## src/rtl/core/lfpd_pkg.sv

```systemverilog
// shared types, constants and helpers for the line follower pd controller
`timescale 1ns / 1ps

package lfpd_pkg;

   localparam int SENSOR_COUNT       = 5;
   localparam int SAMPLE_BITS        = 10;
   localparam int GAIN_FRACTION_BITS = 8;

   localparam int GAIN_BITS  = 12;
   localparam int CMD_BITS   = 9;
   localparam int PWM_BITS   = 8;
   localparam int ERR_BITS   = 6;
   localparam int SPIN_BITS  = 8;
   localparam int DIR_BITS   = 2;

   localparam int CSR_DATA_BITS  = SENSOR_COUNT * SAMPLE_BITS;
   localparam int CSR_INDEX_BITS = 3;

   localparam int CMD_LIMIT     = 254;
   localparam int CENTER_WEIGHT = 30;
   localparam int WEIGHT_STEP   = 10;

   // centroid divide: weighted sum times a per-count reciprocal
   localparam int COUNT_BITS   = $clog2(SENSOR_COUNT + 1);
   localparam int WSUM_MAX     = WEIGHT_STEP * SENSOR_COUNT * (SENSOR_COUNT + 1) / 2;
   localparam int WSUM_BITS    = $clog2(WSUM_MAX + 1);
   localparam int RECIP_SHIFT  = 9;
   localparam int RECIP_BITS   = RECIP_SHIFT + 1;
   localparam int PRODUCT_BITS = WSUM_BITS + RECIP_BITS;
   localparam int QUOT_BITS    = PRODUCT_BITS - RECIP_SHIFT;

   // pd datapath widths
   localparam int PTERM_BITS   = GAIN_BITS + 1 + ERR_BITS;
   localparam int DIFF_BITS    = ERR_BITS + 1;
   localparam int DTERM_BITS   = GAIN_BITS + 1 + DIFF_BITS;
   localparam int TOTAL_BITS   = DTERM_BITS + 1;
   localparam int CORR_BITS    = TOTAL_BITS - GAIN_FRACTION_BITS;
   localparam int CMD_SUM_BITS = CORR_BITS + 1;

   localparam logic [CSR_INDEX_BITS-1:0] CSR_THRESHOLDS = 3'd0;
   localparam logic [CSR_INDEX_BITS-1:0] CSR_PROP_GAIN  = 3'd1;
   localparam logic [CSR_INDEX_BITS-1:0] CSR_DERIV_GAIN = 3'd2;
   localparam logic [CSR_INDEX_BITS-1:0] CSR_BASE_LEFT  = 3'd3;
   localparam logic [CSR_INDEX_BITS-1:0] CSR_BASE_RIGHT = 3'd4;
   localparam logic [CSR_INDEX_BITS-1:0] CSR_SPIN_SPEED = 3'd5;

   typedef logic signed [CMD_BITS-1:0] cmd_type;
   typedef logic signed [ERR_BITS-1:0] err_type;

   typedef enum logic [1:0] {EDGE_NONE, EDGE_LEFT, EDGE_RIGHT} edge_type;
   typedef enum logic [1:0] {DIR_BRAKE, DIR_FORWARD, DIR_REVERSE} dir_type;
   typedef enum logic [1:0] {ST_IDLE, ST_LANE, ST_MUL, ST_FIN} state_type;

   typedef struct packed {
      err_type err;
      logic    lost;
      logic    left_seen;
      logic    right_seen;
   } line_info_type;

   function automatic logic [RECIP_BITS-1:0] recip_of(input logic [COUNT_BITS-1:0] count);
      logic [RECIP_BITS-1:0] r;
      unique case (count)
         3'd1:    r = RECIP_BITS'(2 ** RECIP_SHIFT);
         3'd2:    r = RECIP_BITS'((2 ** RECIP_SHIFT + 1) / 2);
         3'd3:    r = RECIP_BITS'((2 ** RECIP_SHIFT + 2) / 3);
         3'd4:    r = RECIP_BITS'((2 ** RECIP_SHIFT + 3) / 4);
         3'd5:    r = RECIP_BITS'((2 ** RECIP_SHIFT + 4) / 5);
         default: r = '0;
      endcase
      return r;
   endfunction

   function automatic cmd_type clamp_cmd(input logic signed [CMD_SUM_BITS-1:0] v);
      cmd_type c;
      if (v > CMD_LIMIT) begin
         c = cmd_type'(CMD_LIMIT);
      end else if (v < -CMD_LIMIT) begin
         c = cmd_type'(-CMD_LIMIT);
      end else begin
         c = CMD_BITS'(v);
      end
      return c;
   endfunction

endpackage

```

## src/rtl/core/lfpd_req_if.sv

```systemverilog
// sensor sample channel
`timescale 1ns / 1ps

interface lfpd_req_if;
   import lfpd_pkg::*;

   logic                   valid;
   logic                   ready;
   logic [SAMPLE_BITS-1:0] sample_0;
   logic [SAMPLE_BITS-1:0] sample_1;
   logic [SAMPLE_BITS-1:0] sample_2;
   logic [SAMPLE_BITS-1:0] sample_3;
   logic [SAMPLE_BITS-1:0] sample_4;

   modport source (output valid, sample_0, sample_1, sample_2, sample_3, sample_4,
                   input ready);
   modport sink   (input valid, sample_0, sample_1, sample_2, sample_3, sample_4,
                   output ready);
endinterface

```

## src/rtl/core/lfpd_rsp_if.sv

```systemverilog
// motor command channel
`timescale 1ns / 1ps

interface lfpd_rsp_if;
   import lfpd_pkg::*;

   logic                 valid;
   logic                 ready;
   logic [PWM_BITS-1:0]  left_pwm;
   logic [DIR_BITS-1:0]  left_dir;
   logic [PWM_BITS-1:0]  right_pwm;
   logic [DIR_BITS-1:0]  right_dir;
   logic [ERR_BITS-1:0]  line_error;
   logic                 line_lost;

   modport source (output valid, left_pwm, left_dir, right_pwm, right_dir, line_error,
                   line_lost, input ready);
   modport sink   (input valid, left_pwm, left_dir, right_pwm, right_dir, line_error,
                   line_lost, output ready);
endinterface

```

## src/rtl/core/lfpd_lane.sv

```systemverilog
// one sensor lane: registered threshold compare
`timescale 1ns / 1ps

module lfpd_lane (
   input  logic                            clock,
   input  logic                            load,
   input  logic [lfpd_pkg::SAMPLE_BITS-1:0] sample,
   input  logic [lfpd_pkg::SAMPLE_BITS-1:0] threshold,
   output logic                            seen
);
   import lfpd_pkg::*;

   logic seen_ff;
   logic seen_in;

   // dark reading below threshold means line
   assign seen_in = sample < threshold;

   always_ff @(posedge clock) begin
      if (load) begin
         seen_ff <= seen_in;
      end
   end

   assign seen = seen_ff;

endmodule

```

## src/rtl/core/lfpd_merge.sv

```systemverilog
// merges lane hits into the centroid line error
`timescale 1ns / 1ps

module lfpd_merge (
   input  logic                             clock,
   input  logic                             load,
   input  logic [lfpd_pkg::SENSOR_COUNT-1:0] seen,
   output lfpd_pkg::line_info_type          info
);
   import lfpd_pkg::*;

   logic [COUNT_BITS-1:0]   count;
   logic [WSUM_BITS-1:0]    wsum;
   logic [PRODUCT_BITS-1:0] product;
   logic [QUOT_BITS-1:0]    quot;
   logic [ERR_BITS:0]       err_wide;
   line_info_type           info_ff;
   line_info_type           info_in;

   always_comb begin
      count = '0;
      wsum  = '0;
      for (int i = 0; i < SENSOR_COUNT; i++) begin
         if (seen[i]) begin
            count = count + COUNT_BITS'(1);
            wsum  = wsum + WSUM_BITS'((i + 1) * WEIGHT_STEP);
         end
      end
   end

   // floor division by count through a reciprocal, exact over the reachable sums
   always_comb begin
      product  = PRODUCT_BITS'(wsum) * PRODUCT_BITS'(recip_of(count));
      quot     = product[PRODUCT_BITS-1:RECIP_SHIFT];
      err_wide = {1'b0, quot[ERR_BITS-1:0]} - (ERR_BITS + 1)'(CENTER_WEIGHT);

      info_in.lost       = (count == '0);
      info_in.err        = info_in.lost ? '0 : err_type'(err_wide[ERR_BITS-1:0]);
      info_in.left_seen  = seen[0];
      info_in.right_seen = seen[SENSOR_COUNT-1];
   end

   always_ff @(posedge clock) begin
      if (load) begin
         info_ff <= info_in;
      end
   end

   assign info = info_ff;

endmodule

```

## src/rtl/core/lfpd_pd.sv

```systemverilog
// pd correction: registered gain products, then sum, truncate and clamp
`timescale 1ns / 1ps

module lfpd_pd (
   input  logic                           clock,
   input  logic                           load,
   input  lfpd_pkg::err_type              err,
   input  lfpd_pkg::err_type              prev_err,
   input  logic [lfpd_pkg::GAIN_BITS-1:0] prop_gain,
   input  logic [lfpd_pkg::GAIN_BITS-1:0] deriv_gain,
   input  lfpd_pkg::cmd_type              base_left,
   input  lfpd_pkg::cmd_type              base_right,
   output lfpd_pkg::cmd_type              left_cmd,
   output lfpd_pkg::cmd_type              right_cmd
);
   import lfpd_pkg::*;

   logic signed [PTERM_BITS-1:0]   pg_w;
   logic signed [PTERM_BITS-1:0]   e_w;
   logic signed [DIFF_BITS-1:0]    diff;
   logic signed [DTERM_BITS-1:0]   dg_w;
   logic signed [DTERM_BITS-1:0]   d_w;
   logic signed [PTERM_BITS-1:0]   pterm_in;
   logic signed [DTERM_BITS-1:0]   dterm_in;
   logic signed [PTERM_BITS-1:0]   pterm_ff;
   logic signed [DTERM_BITS-1:0]   dterm_ff;
   logic signed [TOTAL_BITS-1:0]   total;
   logic signed [TOTAL_BITS-1:0]   biased;
   logic signed [CORR_BITS-1:0]    corr;
   logic signed [CMD_SUM_BITS-1:0] left_sum;
   logic signed [CMD_SUM_BITS-1:0] right_sum;

   always_comb begin
      pg_w     = PTERM_BITS'(signed'({1'b0, prop_gain}));
      e_w      = PTERM_BITS'(err);
      pterm_in = pg_w * e_w;
      diff     = DIFF_BITS'(err) - DIFF_BITS'(prev_err);
      dg_w     = DTERM_BITS'(signed'({1'b0, deriv_gain}));
      d_w      = DTERM_BITS'(diff);
      dterm_in = dg_w * d_w;
   end

   always_ff @(posedge clock) begin
      if (load) begin
         pterm_ff <= pterm_in;
         dterm_ff <= dterm_in;
      end
   end

   // add the fraction mask before the shift on negatives: truncates toward zero
   always_comb begin
      total  = TOTAL_BITS'(pterm_ff) + TOTAL_BITS'(dterm_ff);
      biased = total + (total[TOTAL_BITS-1] ? TOTAL_BITS'(2 ** GAIN_FRACTION_BITS - 1)
                                            : TOTAL_BITS'(0));
      corr      = biased[TOTAL_BITS-1:GAIN_FRACTION_BITS];
      left_sum  = CMD_SUM_BITS'(base_left) + CMD_SUM_BITS'(corr);
      right_sum = CMD_SUM_BITS'(base_right) - CMD_SUM_BITS'(corr);
      left_cmd  = clamp_cmd(left_sum);
      right_cmd = clamp_cmd(right_sum);
   end

endmodule

```

## src/rtl/core/line_follow_pd_controller.sv

```systemverilog
// top level of the line follower pd controller
`timescale 1ns / 1ps

// usage
// - req_ch carries one beat of five reflectance samples, sensor 0 leftmost
// - rsp_ch returns one beat per request: pwm and direction per motor, the
//   centroid line error and a line lost flag
// - csr_we/csr_index/csr_wdata write a register, no read-back;
//   write only while no request is in flight
// - a request's beat appears on rsp_ch after lane compare at the accepting
//   edge, then centroid merge, gain multiply and sum/clamp into the output
//   register; the next request can be taken the cycle after the sum/clamp
//   step has loaded the output register, so no new request is taken before
//   the last is through, set by the four-step sequencer with one item in
//   flight
// - five compare lanes run side by side; the merge stage counts hits and
//   divides the weighted sum through a reciprocal table
// - reset (synchronous, active high) restores register defaults, brakes
//   both held commands, clears the previous error and the edge memory
// - a stalled rsp_ch keeps its beat; a finished item waits in the last step
//   until the output register frees up, and no new request is accepted
//   meanwhile
module line_follow_pd_controller (
   input  logic                                   clock,
   input  logic                                   reset,
   lfpd_req_if.sink                               req_ch,
   lfpd_rsp_if.source                             rsp_ch,
   input  logic                                   csr_we,
   input  logic [lfpd_pkg::CSR_INDEX_BITS-1:0]    csr_index,
   input  logic [lfpd_pkg::CSR_DATA_BITS-1:0]     csr_wdata
);
   import lfpd_pkg::*;

   // configuration registers
   logic [CSR_DATA_BITS-1:0] thresholds_ff;
   logic [GAIN_BITS-1:0]     prop_gain_ff;
   logic [GAIN_BITS-1:0]     deriv_gain_ff;
   cmd_type                  base_left_ff;
   cmd_type                  base_right_ff;
   logic [SPIN_BITS-1:0]     spin_speed_ff;

   // controller state
   state_type state_ff;
   state_type state_in;
   edge_type  edge_ff;
   edge_type  edge_in;
   err_type   prev_err_ff;
   cmd_type   held_left_ff;
   cmd_type   held_right_ff;

   // output register
   logic                rsp_valid_ff;
   logic [PWM_BITS-1:0] rsp_left_pwm_ff;
   dir_type             rsp_left_dir_ff;
   logic [PWM_BITS-1:0] rsp_right_pwm_ff;
   dir_type             rsp_right_dir_ff;
   err_type             rsp_err_ff;
   logic                rsp_lost_ff;

   // handshake and step controls
   logic accept;
   logic lane_load;
   logic merge_load;
   logic mul_load;
   logic fin_fire;
   logic rsp_free;

   logic [SAMPLE_BITS-1:0]  samples [SENSOR_COUNT];
   logic [SENSOR_COUNT-1:0] seen;
   line_info_type           info;
   cmd_type                 pd_left;
   cmd_type                 pd_right;
   cmd_type                 spin_cmd;
   cmd_type                 next_left;
   cmd_type                 next_right;

   // ---------------- configuration port ----------------
   always_ff @(posedge clock) begin
      if (reset) begin
         thresholds_ff <= CSR_DATA_BITS'(50'd467802890260038);
         prop_gain_ff  <= GAIN_BITS'(512);
         deriv_gain_ff <= GAIN_BITS'(102);
         base_left_ff  <= cmd_type'(175);
         base_right_ff <= cmd_type'(175);
         spin_speed_ff <= SPIN_BITS'(100);
      end else if (csr_we) begin
         unique case (csr_index)
            CSR_THRESHOLDS: thresholds_ff <= csr_wdata;
            CSR_PROP_GAIN:  prop_gain_ff  <= csr_wdata[GAIN_BITS-1:0];
            CSR_DERIV_GAIN: deriv_gain_ff <= csr_wdata[GAIN_BITS-1:0];
            CSR_BASE_LEFT:  base_left_ff  <= csr_wdata[CMD_BITS-1:0];
            CSR_BASE_RIGHT: base_right_ff <= csr_wdata[CMD_BITS-1:0];
            CSR_SPIN_SPEED: spin_speed_ff <= csr_wdata[SPIN_BITS-1:0];
            default: ;
         endcase
      end
   end

   // ---------------- sequencer ----------------
   assign accept   = req_ch.valid && req_ch.ready;
   assign rsp_free = !rsp_valid_ff || rsp_ch.ready;

   always_comb begin
      state_in = state_ff;
      unique case (state_ff)
         ST_IDLE: if (req_ch.valid) begin
            state_in = ST_LANE;
         end
         ST_LANE: state_in = ST_MUL;
         ST_MUL:  state_in = ST_FIN;
         ST_FIN:  if (rsp_free) begin
            state_in = ST_IDLE;
         end
         default: state_in = ST_IDLE;
      endcase
   end

   always_comb begin
      req_ch.ready = (state_ff == ST_IDLE);
      lane_load    = accept;
      merge_load   = (state_ff == ST_LANE);
      mul_load     = (state_ff == ST_MUL);
      fin_fire     = (state_ff == ST_FIN) && rsp_free;
   end

   always_ff @(posedge clock) begin
      if (reset) begin
         state_ff <= ST_IDLE;
      end else begin
         state_ff <= state_in;
      end
   end

   // ---------------- compare lanes ----------------
   assign samples[0] = req_ch.sample_0;
   assign samples[1] = req_ch.sample_1;
   assign samples[2] = req_ch.sample_2;
   assign samples[3] = req_ch.sample_3;
   assign samples[4] = req_ch.sample_4;

   for (genvar g = 0; g < SENSOR_COUNT; g++) begin : g_lane
      lfpd_lane u_lane (
         .clock     (clock),
         .load      (lane_load),
         .sample    (samples[g]),
         .threshold (thresholds_ff[g*SAMPLE_BITS +: SAMPLE_BITS]),
         .seen      (seen[g])
      );
   end

   // ---------------- centroid merge ----------------
   lfpd_merge u_merge (
      .clock (clock),
      .load  (merge_load),
      .seen  (seen),
      .info  (info)
   );

   // ---------------- pd correction ----------------
   lfpd_pd u_pd (
      .clock      (clock),
      .load       (mul_load),
      .err        (info.err),
      .prev_err   (prev_err_ff),
      .prop_gain  (prop_gain_ff),
      .deriv_gain (deriv_gain_ff),
      .base_left  (base_left_ff),
      .base_right (base_right_ff),
      .left_cmd   (pd_left),
      .right_cmd  (pd_right)
   );

   // ---------------- command select ----------------
   // spin speed of 255 saturates to the command limit
   assign spin_cmd = (spin_speed_ff > SPIN_BITS'(CMD_LIMIT)) ? cmd_type'(CMD_LIMIT)
                                                            : cmd_type'({1'b0, spin_speed_ff});

   always_comb begin
      if (info.left_seen) begin
         edge_in = EDGE_LEFT;
      end else if (info.right_seen) begin
         edge_in = EDGE_RIGHT;
      end else begin
         edge_in = edge_ff;
      end
   end

   // line lost: spin toward the last edge, or hold the last command
   always_comb begin
      next_left  = held_left_ff;
      next_right = held_right_ff;
      if (!info.lost) begin
         next_left  = pd_left;
         next_right = pd_right;
      end else begin
         case (edge_ff)
            EDGE_LEFT: begin
               next_left  = -spin_cmd;
               next_right = spin_cmd;
            end
            EDGE_RIGHT: begin
               next_left  = spin_cmd;
               next_right = -spin_cmd;
            end
            default: ;
         endcase
      end
   end

   function automatic logic [PWM_BITS-1:0] pwm_of(input cmd_type c);
      cmd_type m;
      m = c[CMD_BITS-1] ? -c : c;
      return m[PWM_BITS-1:0];
   endfunction

   function automatic dir_type dir_of(input cmd_type c);
      dir_type d;
      if (c == '0) begin
         d = DIR_BRAKE;
      end else if (c[CMD_BITS-1]) begin
         d = DIR_REVERSE;
      end else begin
         d = DIR_FORWARD;
      end
      return d;
   endfunction

   always_ff @(posedge clock) begin
      if (reset) begin
         edge_ff       <= EDGE_NONE;
         prev_err_ff   <= '0;
         held_left_ff  <= '0;
         held_right_ff <= '0;
      end else if (fin_fire) begin
         edge_ff       <= edge_in;
         held_left_ff  <= next_left;
         held_right_ff <= next_right;
         if (!info.lost) begin
            prev_err_ff <= info.err;
         end
      end
   end

   // ---------------- output register ----------------
   always_ff @(posedge clock) begin
      if (reset) begin
         rsp_valid_ff <= 1'b0;
      end else if (fin_fire) begin
         rsp_valid_ff <= 1'b1;
      end else if (rsp_ch.ready) begin
         rsp_valid_ff <= 1'b0;
      end
   end

   always_ff @(posedge clock) begin
      if (fin_fire) begin
         rsp_left_pwm_ff  <= pwm_of(next_left);
         rsp_left_dir_ff  <= dir_of(next_left);
         rsp_right_pwm_ff <= pwm_of(next_right);
         rsp_right_dir_ff <= dir_of(next_right);
         rsp_err_ff       <= info.err;
         rsp_lost_ff      <= info.lost;
      end
   end

   assign rsp_ch.valid      = rsp_valid_ff;
   assign rsp_ch.left_pwm   = rsp_left_pwm_ff;
   assign rsp_ch.left_dir   = rsp_left_dir_ff;
   assign rsp_ch.right_pwm  = rsp_right_pwm_ff;
   assign rsp_ch.right_dir  = rsp_right_dir_ff;
   assign rsp_ch.line_error = rsp_err_ff;
   assign rsp_ch.line_lost  = rsp_lost_ff;

   // ---------------- checks ----------------
   a_lost_zero_err: assert property (@(posedge clock) disable iff (reset)
      rsp_valid_ff && rsp_lost_ff |-> rsp_err_ff == '0)
      else $error("line error not zero on a lost-line beat");

   a_pwm_limit: assert property (@(posedge clock) disable iff (reset)
      rsp_valid_ff |-> rsp_left_pwm_ff <= PWM_BITS'(CMD_LIMIT)
                       && rsp_right_pwm_ff <= PWM_BITS'(CMD_LIMIT))
      else $error("pwm beyond command limit");

   a_brake_zero: assert property (@(posedge clock) disable iff (reset)
      rsp_valid_ff |-> ((rsp_left_dir_ff == DIR_BRAKE) == (rsp_left_pwm_ff == '0))
                       && ((rsp_right_dir_ff == DIR_BRAKE) == (rsp_right_pwm_ff == '0)))
      else $error("brake direction and zero pwm disagree");

   a_held_range: assert property (@(posedge clock) disable iff (reset)
      held_left_ff <= cmd_type'(CMD_LIMIT) && held_left_ff >= cmd_type'(-CMD_LIMIT)
      && held_right_ff <= cmd_type'(CMD_LIMIT) && held_right_ff >= cmd_type'(-CMD_LIMIT))
      else $error("held command outside saturation range");

   a_fin_loads: assert property (@(posedge clock) disable iff (reset)
      fin_fire |=> rsp_valid_ff && state_ff == ST_IDLE)
      else $error("finished item did not reach the output register");

endmodule

```

## src/flat_wrapper.sv

```systemverilog
// flat-port wrapper written by rule: the top's interface ports become plain ports
module line_follow_pd_controller_flat import lfpd_pkg::*;
  (clock, reset, csr_we, csr_index, csr_wdata, req_ch_valid, req_ch_sample_0, req_ch_sample_1, req_ch_sample_2, req_ch_sample_3, req_ch_sample_4, req_ch_ready, rsp_ch_valid, rsp_ch_left_pwm, rsp_ch_left_dir, rsp_ch_right_pwm, rsp_ch_right_dir, rsp_ch_line_error, rsp_ch_line_lost, rsp_ch_ready);
  lfpd_req_if req_ch_i ();
  lfpd_rsp_if rsp_ch_i ();
  input  logic clock;
  input  logic reset;
  input  logic csr_we;
  input  logic [lfpd_pkg::CSR_INDEX_BITS-1:0] csr_index;
  input  logic [lfpd_pkg::CSR_DATA_BITS-1:0] csr_wdata;
  input wire logic [$bits(req_ch_i.valid)-1:0] req_ch_valid;
  input wire logic [$bits(req_ch_i.sample_0)-1:0] req_ch_sample_0;
  input wire logic [$bits(req_ch_i.sample_1)-1:0] req_ch_sample_1;
  input wire logic [$bits(req_ch_i.sample_2)-1:0] req_ch_sample_2;
  input wire logic [$bits(req_ch_i.sample_3)-1:0] req_ch_sample_3;
  input wire logic [$bits(req_ch_i.sample_4)-1:0] req_ch_sample_4;
  output wire logic [$bits(req_ch_i.ready)-1:0] req_ch_ready;
  output wire logic [$bits(rsp_ch_i.valid)-1:0] rsp_ch_valid;
  output wire logic [$bits(rsp_ch_i.left_pwm)-1:0] rsp_ch_left_pwm;
  output wire logic [$bits(rsp_ch_i.left_dir)-1:0] rsp_ch_left_dir;
  output wire logic [$bits(rsp_ch_i.right_pwm)-1:0] rsp_ch_right_pwm;
  output wire logic [$bits(rsp_ch_i.right_dir)-1:0] rsp_ch_right_dir;
  output wire logic [$bits(rsp_ch_i.line_error)-1:0] rsp_ch_line_error;
  output wire logic [$bits(rsp_ch_i.line_lost)-1:0] rsp_ch_line_lost;
  input wire logic [$bits(rsp_ch_i.ready)-1:0] rsp_ch_ready;
  assign req_ch_i.valid = req_ch_valid;
  assign req_ch_i.sample_0 = req_ch_sample_0;
  assign req_ch_i.sample_1 = req_ch_sample_1;
  assign req_ch_i.sample_2 = req_ch_sample_2;
  assign req_ch_i.sample_3 = req_ch_sample_3;
  assign req_ch_i.sample_4 = req_ch_sample_4;
  assign req_ch_ready = req_ch_i.ready;
  assign rsp_ch_valid = rsp_ch_i.valid;
  assign rsp_ch_left_pwm = rsp_ch_i.left_pwm;
  assign rsp_ch_left_dir = rsp_ch_i.left_dir;
  assign rsp_ch_right_pwm = rsp_ch_i.right_pwm;
  assign rsp_ch_right_dir = rsp_ch_i.right_dir;
  assign rsp_ch_line_error = rsp_ch_i.line_error;
  assign rsp_ch_line_lost = rsp_ch_i.line_lost;
  assign rsp_ch_i.ready = rsp_ch_ready;
  line_follow_pd_controller u_core (.clock(clock), .reset(reset), .req_ch(req_ch_i), .rsp_ch(rsp_ch_i), .csr_we(csr_we), .csr_index(csr_index), .csr_wdata(csr_wdata));
endmodule
```

## config.mk

```make
export PLATFORM = sky130hd
export DESIGN_NAME = line_follow_pd_controller_flat
export DESIGN_NICKNAME = d
export VERILOG_FILES = /design/src/rtl/core/lfpd_pkg.sv /design/src/rtl/core/lfpd_req_if.sv /design/src/rtl/core/lfpd_rsp_if.sv /design/src/rtl/core/lfpd_lane.sv /design/src/rtl/core/lfpd_merge.sv /design/src/rtl/core/lfpd_pd.sv /design/src/rtl/core/line_follow_pd_controller.sv /design/src/flat_wrapper.sv
export SDC_FILE = /design/constraint.sdc
export NUM_CORES = 1
export LEC_CHECK = 0
export BUFFER_PORTS_ARGS = -buffer_cell sky130_fd_sc_hd__buf_2
export CAP_MARGIN = 20
export CORE_ASPECT_RATIO = 1.5
export CORE_UTILIZATION = 55
export DETAILED_ROUTE_END_ITERATION = 8
export PLACE_DENSITY = 0.74
export SLEW_MARGIN = 25
export SYNTH_ARGS = -nofsm -noshare
export SYNTH_HDL_FRONTEND = slang
export SYNTH_SLANG_ARGS = --single-unit
```

## constraint.sdc

```tcl
create_clock -name clock -period 19.7 [get_ports clock]
set_input_delay 2.955 -clock clock [delete_from_list [all_inputs] [get_ports clock]]
set_output_delay 2.955 -clock clock [all_outputs]
set_load 0.005 [all_outputs]
```

==> results of run 1 <==
cells in the mapped netlist (all sizes together) (7+ instances only):
cell,count
inv,257
clkbuf,66
ha,243
nand3b,27
nor3,32
a2111oi,7
o21bai,15
o21a,15
nand4,7
or2,14
o211ai,17
and2,59
nand2,337
buf,8
xnor2,80
a22oi,9
o31ai,7
o21ai,53
nand3,29
and3,11
nor2b,44
a21o,66
edfxtp,80
dfxtp,129
nor4,7
fa,125
a21oi,164
nand2b,46
a211o,28
a211oi,12
xor2,39
nor2,144
a31oi,14
nor3b,14
area by class of cell:
type | instances | area (µm²)
Tap cell | 473 | 592
Sequential cell | 209 | 4980
Timing Repair Buffer | 143 | 736
Fill cell | 3115 | 13700
Inverter | 258 | 968
Antenna cell | 5 | 12.5
Multi-Input combinational cell | 1750 | 13600
Clock buffer | 28 | 614
Clock inverter | 14 | 128
stage by stage:
| stage | util | area, µm² |
|---|---|---|
| final | 0.613 | 21600 |
| after global routing | 0.613 | 21600 |
| after CTS | 0.612 | 21600 |
| after detailed placement | 0.591 | 20900 |
| after global placement | 0.591 | 20900 |
| after floorplan | - | 19800 |
kinds of logic (layout without fill, tap and decap cells):
family | after synthesis | in the layout | synth area share
flip-flops | 209 | 209 | 0.251
XOR/XNOR | 121 | 121 | 0.0548
other | 0 | 5 | 0
AND/OR/NAND/NOR | 786 | 786 | 0.189
AO/OA/AOI/OAI | 466 | 466 | 0.157
adder cells (fa/ha/maj) | 369 | 369 | 0.280
buffers and inverters | 332 | 443 | 0.0633
multiplexers | 8 | 8 | 0.00416
per-layer routing:
layer	wire, µm	part of all wire	global-route usage	vias to the layer above
li1	-	-	-	7950
met1	18500	0.37	0.297	7796
met2	26500	0.54	0.521	446
met3	2410	0.049	0.0341	141
met4	2000	0.040	0.130	2
met5	11	0.00022	0	-
cells in the final DEF, fill, tap and decap left out, drive strengths merged, types with 9 or more instances in the layout:
cell type and n:
a211o 28, a211oi 12, a21o 66, a21oi 164, a22oi 9, a31oi 14
and2 59, and3 11, buf 143, clkbuf 28, clkinv 9, dfxtp 129
edfxtp 80, fa 125, ha 243, inv 260, nand2 337, nand2b 46
nand3 29, nand3b 27, nor2 144, nor2b 44, nor3 32, nor3b 14
o211ai 17, o21a 15, o21ai 53, o21bai 15, or2 14, xnor2 80
xor2 39
registers in the layout, indices dropped and copies added (netlist names), 8 cells and up:
name,count
u_core.thresholds_ff,50
u_core.u_pd.dterm_ff,20
u_core.u_pd.pterm_ff,19
u_core.deriv_gain_ff,12
u_core.prop_gain_ff,12
u_core.base_left_ff,9
u_core.base_right_ff,9
u_core.held_left_ff,9
u_core.held_right_ff,9
u_core.u_merge.info,9
u_core.rsp_ch.left_pwm,8
u_core.rsp_ch.right_pwm,8
u_core.spin_speed_ff,8
worst reg2reg max path, delay by kind of cell (launching register included):
kind,cells,cell delay [ns]
fa+ha+maj,9,2.97
simple gates,12,2.14
compound gates,6,1.16
xor+xnor,3,0.89
flops,1,0.47
buf+inv,5,0.39
final timing paths:
| path | to | cells after the start |
|---|---|---|
| min | u_core.thresholds_ff[21]$_SDFFE_PP0P_ | 2 |
| max | u_core.u_merge.info[8]$_SDFFCE_PP0N_ | 35 |
| max reg2reg | u_core.u_merge.info[8]$_SDFFCE_PP0N_ | 35 |
| min reg2reg | u_core.thresholds_ff[21]$_SDFFE_PP0P_ | 2 |
==> results.cfg, run 1 <==
[clocking]
cts-htree-levels = 1
hold_buffers = 0
clkSlewWorstSetupHoldPaths_ns = 0.06
post-cts-setup-buffers = 0
cts_made_buffers = 23
clk_path_buf_depth = 3
post_cts_resized = 0
clock-sinks = 209
clk_latency_ns = 0.55
root_buffer = clkbuf_16
cts_tree = done

[timing]
rsz0062_at_grt = no
fin_crit_ns = 8.36
worst_pin_slew_ns = 1.06
relSlewSlack = 0.290
hold_violations = 0
holdWs_ns = 0.454
fmax_mhz = 120
setup_viol = 0
drv_slew = 0
setup_tns_ns = 0
worst_slack_ns = 11.34
post-route-period-util = 0.424
skew_ns = 0.0324

[setup_path]
slowest_stage = fa_1
rrSetupSlack_ns = 11.34
path_delay_family = adder cells
worst-setup-path-type = reg -> reg
cp_slowest_stage_delay_ns = 0.55
worstReg2RegStart = u_core.g_lane[0].u_lane.seen$_DFFE_PP_
cp-start-kind = flop
cp_num_buf_inv = 5
worstPathMaxFanout = 7
crit_path_start = u_core.g_lane[0].u_lane.seen$_DFFE_PP_
crit_path_end_kind = flop
critPathArrivalTime_ns = 8.60
crit_required_ns = 19.94
critPathMostFrequentCell = ha_1

[floorplanning]
core-area_mm2 = 0.0353
die_y_um = 235
die_area_mm2 = 0.0368
num_rows = 84
ioPinCount = 137
start_util = 0.562
die_x_um = 157

[routing]
drt_pass1_iterations = 6
drt_wl_total_um = 49400
via_per_inst = 5.67
wl_per_cell_um = 17.1
final_antenna_net_count = 0
drtIter0Drc = 728
remaining_drc_errors = 0
vias = 16300

[global_routing]
antenna_found_initial = 3
grt_usage = 0.274
grt.overflow.total = 0
grt_start_max_net_pins = 83
grt_pass1_vias = 16600
grt_pass1_wl_um = 80100

[placed_design]
place.gp.congestion = 0.930
port_buffers = 136
dp_cells = 2833
hpwlAfterDp_um = 39200
dp_slack_ns = 11.52

[yosys]
syn-instance-count = 2291
synth_cell_types = 85
postSynth.asyncResetShare = 0
syn-num-nets = 2767
synth-edff-count = 80
ys_warn_count = 0
yosysTopAreaCell = ha_1
synth-seq-area-share = 0.251
synth-seq-cells = 209
netlist_area_mm2 = 0.0198
synth_top_area_frac = 0.153
ys.flop_type = dfxtp_1
syn_avg_cell_area_um2 = 8.66
synth_area_leaders = ha_1 15%, dfxtp_1 13%, fa_1 13%

[flow_run]
maxCapViolCount = 0

[layout]
drive_gt1_frac = 0.0924
synthToLayoutAreaGrowth_pct = 9.12
fin_cells = 2880
fin_nets = 2861

[worst_hold_path]
worstHoldStart = u_core.thresholds_ff[21]$_SDFFE_PP0P_
hold_class = reg -> reg

[status]
outcome = complete, no violations
Power of run 1 is not shown: default switching activity piles up to over one toggle a cycle in this logic, so the estimate is an artifact.
==> inputs of run 2 (changes only) <==
Settings changed: PLACE_DENSITY 0.74 to 0.77.
Clock period 19.7 ns to 6.95 ns, I/O delays scaled along.
==> run 2 against run 1 <==
Effect of this change:
- sequential cell count unchanged
- via count is 5.4% higher
- utilization grew 6.1 points
- first-iteration DRC count is 37% higher
- final area grew 10%
- the run now ends with negative setup slack left
- routed wire length increased by 6.8%
- non-clock buffer count increased by 173
- setup slack got worse by 11 ns
- worst hold slack worse by 0.0022 ns
- fmax up 18%
==> results.cfg, run 2 (synthesized netlist as in run 1, its figures left out) <==
[placed_design]
port_buffers = 136
place.gp.congestion = 0.963
hpwlAfterDp_um = 41300
dp_cells = 2971

[floorplanning]
die_y_um = 235
ioPinCount = 137
die_x_um = 157
num_rows = 84
start_util = 0.562
core-area_mm2 = 0.0353
die_area_mm2 = 0.0368

[clocking]
cts-htree-levels = 1
clkSlewWorstSetupHoldPaths_ns = 0.06
clock-sinks = 209
clk_path_buf_depth = 3
clk_latency_ns = 0.52
root_buffer = clkbuf_16
cts_tree = done
cts_made_buffers = 22

[setup_path]
slowest_stage = fa_1
cp-start-kind = flop
worst-setup-path-type = reg -> reg
crit_path_end_kind = flop
cp_slowest_stage_delay_ns = 0.58
crit_required_ns = 7.19
worstPathMaxFanout = 4
critPathMostFrequentCell = fa_1
critPathArrivalTime_ns = 7.32

[timing]
rsz0062_at_grt = yes
setup_viol = 2
post-route-period-util = 1.02
worst_slack_ns = -0.138
drv_slew = 0
hold_violations = 0
fin_crit_ns = 7.09
relSlewSlack = 0.314
worst_pin_slew_ns = 1.02
setup_tns_ns = -0.139
fmax_mhz = 141
skew_ns = 0.0128

[layout]
largest_reg_flops = 50
fin_cells = 3046
max_flop_register = u_core.thresholds_ff
drive_gt1_frac = 0.208
final_common_cell = nand2_1
fin_nets = 3033
antenna_cells = 0
layout_common_cells = 332 x nand2_1, 242 x inv_1, 219 x ha_1
synthToLayoutAreaGrowth_pct = 20.0
final_util = 0.674
top_regs = u_core.thresholds_ff x50, u_core.u_pd.dterm_ff x20, u_core.u_pd.pterm_ff x19

[routing]
drt_wl_total_um = 52800
wl_per_cell_um = 17.3
vias = 17200
via_per_inst = 5.65
remaining_drc_errors = 0
drtIter0Drc = 994
final_antenna_net_count = 0
drt_pass1_iterations = 7

[global_routing]
antenna_found_initial = 1
grt.overflow.total = 0
grt_usage = 0.284
grt_pass1_wl_um = 83100
grt_start_max_net_pins = 92
grt_pass1_vias = 17400

[flow_run]
maxCapViolCount = 0

[worst_hold_path]
hold_class = reg -> reg

[status]
violations = negative setup slack
outcome = finished with violations
run 2: cell types whose count changed in the layout (fill, tap and decap cells not counted), moves of 12 or more:
cell	change
buf_4	+167
ha_1	-23
a21oi_1	-16
a21oi_2	+15
ha_4	+14
inv_1	-14
o21ai_0	-14
nor2_1	-13
inv_2	+12
run 2: worst max-delay path, delay by kind of cell, from the launching register on:
family | cells | cell delay [ns]
AOI/OAI and AO/OA | 4 | 0.43
xor gates and xnor gates | 3 | 0.61
adders and majority gates | 9 | 3.33
buffers and inverters | 4 | 0.42
DFF | 1 | 0.43
and+or+nand+nor | 11 | 1.58
run 2: metal layers:
metal	GRT usage	up-vias	part of all wire
li1	-	8298	-
met1	0.309	8326	0.37
met2	0.540	438	0.54
met3	0.0291	148	0.042
met4	0.142	2	0.048
met5	0	-	0.00028
run 2: layout make-up:
type	count	area [µm²]
multi-input combinational	1750	14500
fill	2864	11500
clock buffer	28	613
timing repair buffer	316	2060
clock inverter	12	134
sequential	209	4980
tap	473	592
inverter	258	971
run 2: timing repair:
item / CTS / global route
setup endpoints to repair: 10 / 37
hold buffers: 0 / 0
resized for setup: 45 / 139
buffers inserted: 15 / 23
pin swaps: 30 / 80
run 2: through the flow:
stage / hold WS, ns / setup slack (ns) / cell area [µm²]
after floorplan: 0.424 / -0.0510 / 19900
after global placement: 0.442 / -0.116 / 22000
after detailed placement: 0.446 / -0.316 / 22000
after CTS: 0.454 / -0.115 / 23000
after global routing: 0.477 / -0.331 / 23800
final: 0.452 / -0.138 / 23800
run 2: worst paths after layout:
path,to,depth (start not counted),slack (ns),startpoint
setup / recovery,u_core.u_merge.info[8]$_SDFFCE_PP0N_,31,-0.14,u_core.g_lane[0].u_lane.seen$_DFFE_PP_
hold / removal,u_core.thresholds_ff[13]$_SDFFE_PP0P_,2,0.45,u_core.thresholds_ff[13]$_SDFFE_PP0P_
setup reg to reg,u_core.u_merge.info[8]$_SDFFCE_PP0N_,31,-0.14,u_core.g_lane[0].u_lane.seen$_DFFE_PP_
hold reg to reg,u_core.thresholds_ff[13]$_SDFFE_PP0P_,2,0.45,u_core.thresholds_ff[13]$_SDFFE_PP0P_
Power of run 2 is left out for the same reason.
